## src/design/d2aw_pkg.sv

```systemverilog
package d2aw_pkg;

    localparam int FRAC_BITS = 16;
    localparam int ALPHA_W   = FRAC_BITS + 1;
    localparam logic [ALPHA_W-1:0] ONE_Q = ALPHA_W'(1) << FRAC_BITS;

    localparam int DIV_NUM_W = 114;
    localparam int DIV_DEN_W = 81;
    localparam int DIV_Q_W   = 64;
    localparam int DIV_CNT_W = 7;

    localparam int EXP_STEPS = 30;
    localparam int COEF_W    = 31;

    localparam logic [1:0] CFG_SEGMENT_SIZE = 2'd0;
    localparam logic [1:0] CFG_GAIN_G       = 2'd1;
    localparam logic [1:0] CFG_ALPHA_INIT   = 2'd2;

    typedef enum logic [4:0] {
        ST_IDLE,
        ST_CW_MUL,
        ST_CW_USE,
        ST_BY_MUL,
        ST_BY_USE,
        ST_FRAC_WAIT,
        ST_EW1_MUL,
        ST_EW2_MUL,
        ST_EW_SUM,
        ST_DEN_MUL,
        ST_NUM_MUL,
        ST_PQ_WAIT,
        ST_LOG_MUL,
        ST_LOG_USE,
        ST_E_MUL,
        ST_EXP_MUL,
        ST_EXP_USE,
        ST_FINAL,
        ST_CLEAR,
        ST_OUT
    } state_t;

    typedef struct packed {
        logic                 start;
        logic [DIV_CNT_W-1:0] len;
    } div_cmd_t;

    typedef struct packed {
        logic done;
        logic ovf;
    } div_stat_t;

    function automatic logic [63:0] isqrt64(input logic [63:0] v);
        logic [63:0] rem;
        logic [63:0] res;
        logic [63:0] b;
        rem = v;
        res = '0;
        b   = 64'd1 << 62;
        while (b > rem) b = b >> 2;
        while (b != 0) begin
            if (rem >= res + b) begin
                rem = rem - (res + b);
                res = (res >> 1) + b;
            end else begin
                res = res >> 1;
            end
            b = b >> 2;
        end
        return res;
    endfunction

    function automatic logic [EXP_STEPS*COEF_W-1:0] exp_coef_table();
        logic [63:0]                  c;
        logic [EXP_STEPS*COEF_W-1:0]  t;
        c = 64'd1 << 29;
        t = '0;
        for (int i = 0; i < EXP_STEPS; i++) begin
            t[i*COEF_W +: COEF_W] = c[COEF_W-1:0];
            c = isqrt64(c << 30);
        end
        return t;
    endfunction

    localparam logic [EXP_STEPS*COEF_W-1:0] EXP_COEF = exp_coef_table();

endpackage

```

## src/design/d2aw_div.sv

```systemverilog
module d2aw_div (
    input  logic                                aclk,
    input  logic                                aresetn,
    input  d2aw_pkg::div_cmd_t                  cmd,
    input  logic [d2aw_pkg::DIV_NUM_W-1:0]      num,
    input  logic [d2aw_pkg::DIV_DEN_W-1:0]      den,
    output logic [d2aw_pkg::DIV_Q_W-1:0]        quot,
    output d2aw_pkg::div_stat_t                 stat
);

    logic                               busy_reg, busy_next;
    logic                               done_reg, done_next;
    logic                               ovf_reg, ovf_next;
    logic [d2aw_pkg::DIV_CNT_W-1:0]     cnt_reg, cnt_next;
    logic [d2aw_pkg::DIV_NUM_W-1:0]     numsh_reg, numsh_next;
    logic [d2aw_pkg::DIV_DEN_W-1:0]     den_reg, den_next;
    logic [d2aw_pkg::DIV_DEN_W-1:0]     rem_reg, rem_next;
    logic [d2aw_pkg::DIV_Q_W-1:0]       q_reg, q_next;
    logic [d2aw_pkg::DIV_DEN_W:0]       trial;
    logic                               ge;

    assign trial = {rem_reg, numsh_reg[d2aw_pkg::DIV_NUM_W-1]};
    assign ge    = trial >= {1'b0, den_reg};

    always_comb begin
        busy_next  = busy_reg;
        done_next  = 1'b0;
        ovf_next   = ovf_reg;
        cnt_next   = cnt_reg;
        numsh_next = numsh_reg;
        den_next   = den_reg;
        rem_next   = rem_reg;
        q_next     = q_reg;
        if (cmd.start) begin
            busy_next  = 1'b1;
            ovf_next   = 1'b0;
            cnt_next   = cmd.len;
            numsh_next = num;
            den_next   = den;
            rem_next   = '0;
            q_next     = '0;
        end else if (busy_reg) begin
            rem_next   = ge ? d2aw_pkg::DIV_DEN_W'(trial - {1'b0, den_reg})
                            : trial[d2aw_pkg::DIV_DEN_W-1:0];
            q_next     = {q_reg[d2aw_pkg::DIV_Q_W-2:0], ge};
            ovf_next   = ovf_reg | q_reg[d2aw_pkg::DIV_Q_W-1];
            numsh_next = numsh_reg << 1;
            cnt_next   = cnt_reg - 1'b1;
            if (cnt_reg == d2aw_pkg::DIV_CNT_W'(1)) begin
                busy_next = 1'b0;
                done_next = 1'b1;
            end
        end
    end

    always_ff @(posedge aclk) begin
        if (!aresetn) begin
            busy_reg <= 1'b0;
            done_reg <= 1'b0;
            cnt_reg  <= '0;
        end else begin
            busy_reg <= busy_next;
            done_reg <= done_next;
            cnt_reg  <= cnt_next;
        end
    end

    always_ff @(posedge aclk) begin
        ovf_reg   <= ovf_next;
        numsh_reg <= numsh_next;
        den_reg   <= den_next;
        rem_reg   <= rem_next;
        q_reg     <= q_next;
    end

    assign quot      = q_reg;
    assign stat.done = done_reg;
    assign stat.ovf  = ovf_reg;

endmodule

```

## config.mk

```make
export PLATFORM = sky130hd
export DESIGN_NAME = d2aw_div
export DESIGN_NICKNAME = d
export VERILOG_FILES = /design/src/design/d2aw_pkg.sv /design/src/design/d2aw_div.sv
export SDC_FILE = /design/constraint.sdc
export NUM_CORES = 1
export LEC_CHECK = 0
export BUFFER_PORTS_ARGS = -buffer_cell sky130_fd_sc_hd__buf_2
export CORE_UTILIZATION = 25
export DETAILED_ROUTE_END_ITERATION = 10
export PLACE_DENSITY_LB_ADDON = 0.08
export SLEW_MARGIN = 20
export SYNTH_ARGS = -nofsm -noshare
export SYNTH_HDL_FRONTEND = slang
export SYNTH_SLANG_ARGS = --single-unit
```

## constraint.sdc

```tcl
create_clock -name aclk -period 7.75 [get_ports aclk]
set_input_delay 1.1625 -clock aclk [delete_from_list [all_inputs] [get_ports aclk]]
set_output_delay 1.1625 -clock aclk [all_outputs]
set_load 0.02 [all_outputs]
```

# Word-level counts from Yosys, hierarchy flattened
# Cells that the tools add are included.
dict set report totals {
  regBits 350
  latchBits 0
  mem_bits_rw 0
  romBits 0
  inputBits 205
  out_inout_bits 66
  memories 0
}
dict set report op_classes {
  addsub 2
  multipliers 0
  div_mod_pow 0
  n_lt_le_gt_ge 1
  n_eq_ne 1
  shifts 0
  muxes 9
  n_bitwise 3
  n_reduce_logical 2
}
# op n
set op_table {}
lappend op_table {{114-bit two-way mux} 2}
lappend op_table {{82-bit by 81-bit >= comparator with 1-bit output} 1}
lappend op_table {{81-bit two-way mux} 1}
lappend op_table {{81-bit subtractor} 1}
lappend op_table {{7-bit two-way mux} 2}
lappend op_table {{7-bit by 1-bit equality test with 1-bit output, second input constant} 1}
lappend op_table {{7-bit by 1-bit subtractor with 7-bit output, second input constant} 1}
lappend op_table {{1-bit two-way mux} 4}
lappend op_table {{3-bit OR reduction} 1}
lappend op_table {{1-bit inverter} 2}
lappend op_table {{2-bit nonzero test} 1}
lappend op_table {{1-bit bitwise OR} 1}

# Logic depth before layout (Yosys ltp)
dict set report depth {
  depth_word 4
  ltp_mapped 16
  mapped_depth_nobuf 14
}

# Least setup slack after synthesis
# Ideal clock, no wire load.
dict set report synth_path {
  path_type {input-to-reg}
  start {input port cmd[7] (netlist bit)}
  end {register numsh_reg[0] (netlist bit), enable pin}
  setup_ps 477
  arrival_ps 4320
  required_ps 7273
  slack_ps 2954
  cell_stages 5
  n_path_buf 3
  path_cell_list {clkbuf_1 > clkbuf_1 > inv_1 > clkbuf_1 > nand2_1}
}
dict set report synth_via {
  elab_chain_len 1
}
# element line_no
set synth_rtl {}
lappend synth_rtl {{start: declaration} d2aw_div.sv:4} ;# input d2aw_pkg::div_cmd_t cmd,
lappend synth_rtl {{2-bit nonzero test (no source line)} --}
lappend synth_rtl {{end signal: assignment} d2aw_div.sv:70} ;# numsh_reg <= numsh_next;
lappend synth_rtl {{end: declaration} d2aw_div.sv:15} ;# logic [d2aw_pkg::DIV_NUM_W-1:0] numsh_reg, numsh_next;
# No other way between the ends.
# A chain may end at the register's enable or synchronous reset.

# Worst setup path after layout
dict set report layout_path {
  start {register numsh_reg[113] (netlist bit)}
  end {register rem_reg[71] (netlist bit)}
}
dict set report layout_via {
  elab_chain_len 2
  word_cells_on_any_way 3
}
# element line_no
set layout_rtl {}
lappend layout_rtl {{81-bit subtractor or 82-bit by 81-bit >= comparator with 1-bit output (tied branches)} {d2aw_div.sv:43, d2aw_div.sv:23}}
lappend layout_rtl {{81-bit two-way mux (*)} d2aw_div.sv:43} ;# rem_next = ge ? d2aw_pkg::DIV_DEN_W'(trial - {1'b0, den_reg})
lappend layout_rtl {{end signal: assignment} d2aw_div.sv:72} ;# rem_reg <= rem_next;
lappend layout_rtl {{end: declaration} d2aw_div.sv:17} ;# logic [d2aw_pkg::DIV_DEN_W-1:0] rem_reg, rem_next;
# Every way passes the cells marked *; elsewhere a longest branch is shown, timed or not.

==> results_dict.tcl <==
set metrics [dict create \
    synth_most_common_cell "nor2_1" \
    cts_setup_buffers 0 \
    rsz0062_at_grt "false" \
    hold_violations 0 \
    crit_chain "inv_1 > ha_1 > inv_1 > fa_1 > a21oi_1 > o21ai_0 > a211oi_1 > o31a_1 > o211ai_2 > a31oi_2 > o21a_4 > buf_4 > and2_1 > a41oi_1 > a211oi_1" \
    cts_hold_buf 0 \
    netlist_instances 1934 \
    routabilityCongestion 0.8221 \
    outcome "completed" \
    viasPerCell 4.773 \
    path_buf_inv 3 \
    async_reset_ff_share_pct 0 \
    max_stage_delay_ns 0.61 \
    fin_skew_ns 0.03264 \
    max_freq_ghz 0.2228 \
    yosys_warnings 0 \
    row_count 100 \
    arrival_ns 4.97 \
    route.detailed.wl_per_inst_um 18.33 \
    post_dp_cell_area_mm2 0.02124 \
    drc_errors 0 \
    slew_headroom_pct 26.89 \
    syn_nets 2223 \
    drive_gt1_share_pct 22.62 \
    cts_buffers 46 \
    fill_cells 7904 \
    grt_pass1_vias 15330 \
    multi_input_area_mm2 0.009196 \
    crit_required_ns 8.23 \
    yosysUniqueCellTypes 78 \
    cts_num_sinks 350 \
    cpMaxStageDelayCell "o21a_4" \
    ys.flop_type "edfxtp_1" \
    stdcell_area_mm2 0.02283 \
    setup_slack_ns 3.261 \
    wl_um 57830 \
    grt_pass1_wl_um 90530 \
    synthTopCellsByArea "edfxtp_1 (31%), dfxtp_1 (16%), mux2_2 (6.7%)" \
    drv_slew 0 \
    initial_core_util_pct 25.42 \
    p_leak_nw 9.313 \
    grt_util_all_layers_pct 14.78 \
    clk_pin_slew_worst_paths_ns 0.06 \
    largest_reg_flops 114 \
    cts_buffer_depth 3 \
    firstDrtPassIters 5 \
    port_buffers 270 \
    timing.setup.tns_ns 0 \
    hpwl_um 41480 \
    final_nets 2435 \
    cts_tree "yes" \
    syn_avg_cell_area_um2 9.850 \
    start_kind "flip-flop" \
    die_area_mm2 0.07731 \
    synth-seq-cells 350 \
    ctsRootBufferMaster "clkbuf_16" \
    critPathTopFamily "compound AO/OA/AOI/OAI gates" \
    syn_to_final_growth_pct 19.84 \
    core_mm2 0.07495 \
    cap_violations 0 \
    overflow 0 \
    dieWidth_um 278.1 \
    drtIter0Drc 738 \
    netlist_top_cells_count "nor2_1 (202), nand2_1 (196), edfxtp_1 (195), a21oi_1 (155), dfxtp_1 (155)" \
    vias 15060 \
    ios 271 \
    htree_levels 2 \
    cts_resized 0 \
    antenna_found_initial 18 \
    ant_nets 0 \
    ir_worst_vdd_mv 0.1436 \
    setup-violations-final 0 \
    grt_max_degree 93 \
    synth-edff-count 195 \
    synth_area_leader_cell "edfxtp_1" \
    netlist_area_mm2 0.01905 \
    hp-class "reg -> reg" \
    final_cell_count_no_fill 3155 \
    post-place-ws_ns 2.876 \
    final.period_utilization_pct 57.92 \
    cellPowerDensity_mw_per_mm2 243.1 \
    crit_path_max_fanout 47 \
    end_kind "flip-flop" \
    worstMarginPinSlew_ns 1.093 \
    place_inst 3067 \
    ff_latch_area_mm2 0.008962 \
    die_y_um 278.1 \
    whs_ns 0.4676 \
    ys_seq_area_share_pct 47.02 \
    clkLatencyLatePin_ns 0.60 \
    synth_top_area_share_pct 30.74 \
    worstSetupPathType "reg -> reg" \
    period_needed_ns 4.489 \
]
[cell families after synthesis]
kind of cell / count (synthesis) / share of synthesized area [%]
adder cells (fa/ha/maj): 84 / 5.556
AO/OA/AOI/OAI: 465 / 16.14
multiplexers: 186 / 10.55
buffers and inverters: 232 / 4.821
flip-flops: 350 / 47.02
XOR/XNOR: 68 / 3.126
AND/OR/NAND/NOR: 549 / 12.78
[worst reg2reg max path, cell delays in order (launching register included)]
cell      delay [ns]
edfxtp_1        0.40
inv_1           0.08
ha_1            0.17
inv_1           0.05
fa_1            0.41
a21oi_1         0.21
o21ai_0         0.13
a211oi_1        0.41
o31a_1          0.31
o211ai_2        0.21
a31oi_2         0.37
o21a_4          0.62
buf_4           0.49
and2_1          0.20
a41oi_1         0.04
a211oi_1        0.27
[layout make-up]
cell class / instances / share of cell area (%)
well taps: 969 / 5.310
diodes: 2 / 0.02192
repair buffers: 282 / 6.357
clock buffers: 59 / 5.475
clock inverters: 27 / 1.425
flip-flops and latches: 350 / 39.26
multi-input cells: 1352 / 40.28
inverters: 114 / 1.874
[metrics by stage]
stage / util [%] / total power (W)
floorplan: - / 0.003024
global placement: 28.35 / 0.003357
detailed placement: 28.35 / 0.003354
CTS: 30.45 / 0.005672
global route: 30.46 / 0.005867
finish: 30.46 / 0.005550
[power breakdown]
| part | switching, W | internal, W | total [W] |
|---|---|---|---|
| sequential | 0.0000728 | 0.00213 | 0.00220 |
| clock | 0.000893 | 0.00135 | 0.00224 |
| combinational | 0.000683 | 0.000427 | 0.00111 |
| total | 0.00165 | 0.00390 | 0.00555 |
[routing by layer]
layer	wire length (um)	share of wire (%)	GRT usage, %	vias up
li1	-	-	-	7432
met1	27010	47	19.73	7208
met2	26430	46	23.68	295
met3	3149	5.4	3.778	92
met4	1030	1.8	3.641	32
met5	204	0.35	0	-
[cell usage in the layout (no fill, tap or decap), types with 35 or more instances in the layout]
master and count:
a21oi_1 155, nand4_1 42, buf_2 269, inv_1 113, nor2_1 202, ha_1 83
clkbuf_16 46, mux2_2 114, o21ai_0 64, a311oi_1 41, a21o_1 35, dfxtp_1 154
xnor2_1 46, nand2_1 195, edfxtp_1 195, mux2i_1 71
[path summary, 6_finish.rpt]
check / from / to / slack (ns) / depth (start not counted)
worst max-delay path: numsh_reg[113]$_DFFE_PP_ / rem_reg[71]$_SDFFE_PP0P_ / 3.26 / 15
worst min-delay path: ovf_reg$_SDFFE_PP0P_ / ovf_reg$_SDFFE_PP0P_ / 0.47 / 2
worst max register to register: numsh_reg[113]$_DFFE_PP_ / rem_reg[71]$_SDFFE_PP0P_ / 3.26 / 15
worst min register to register: ovf_reg$_SDFFE_PP0P_ / ovf_reg$_SDFFE_PP0P_ / 0.47 / 2
Power figures use the tool's default switching activity.
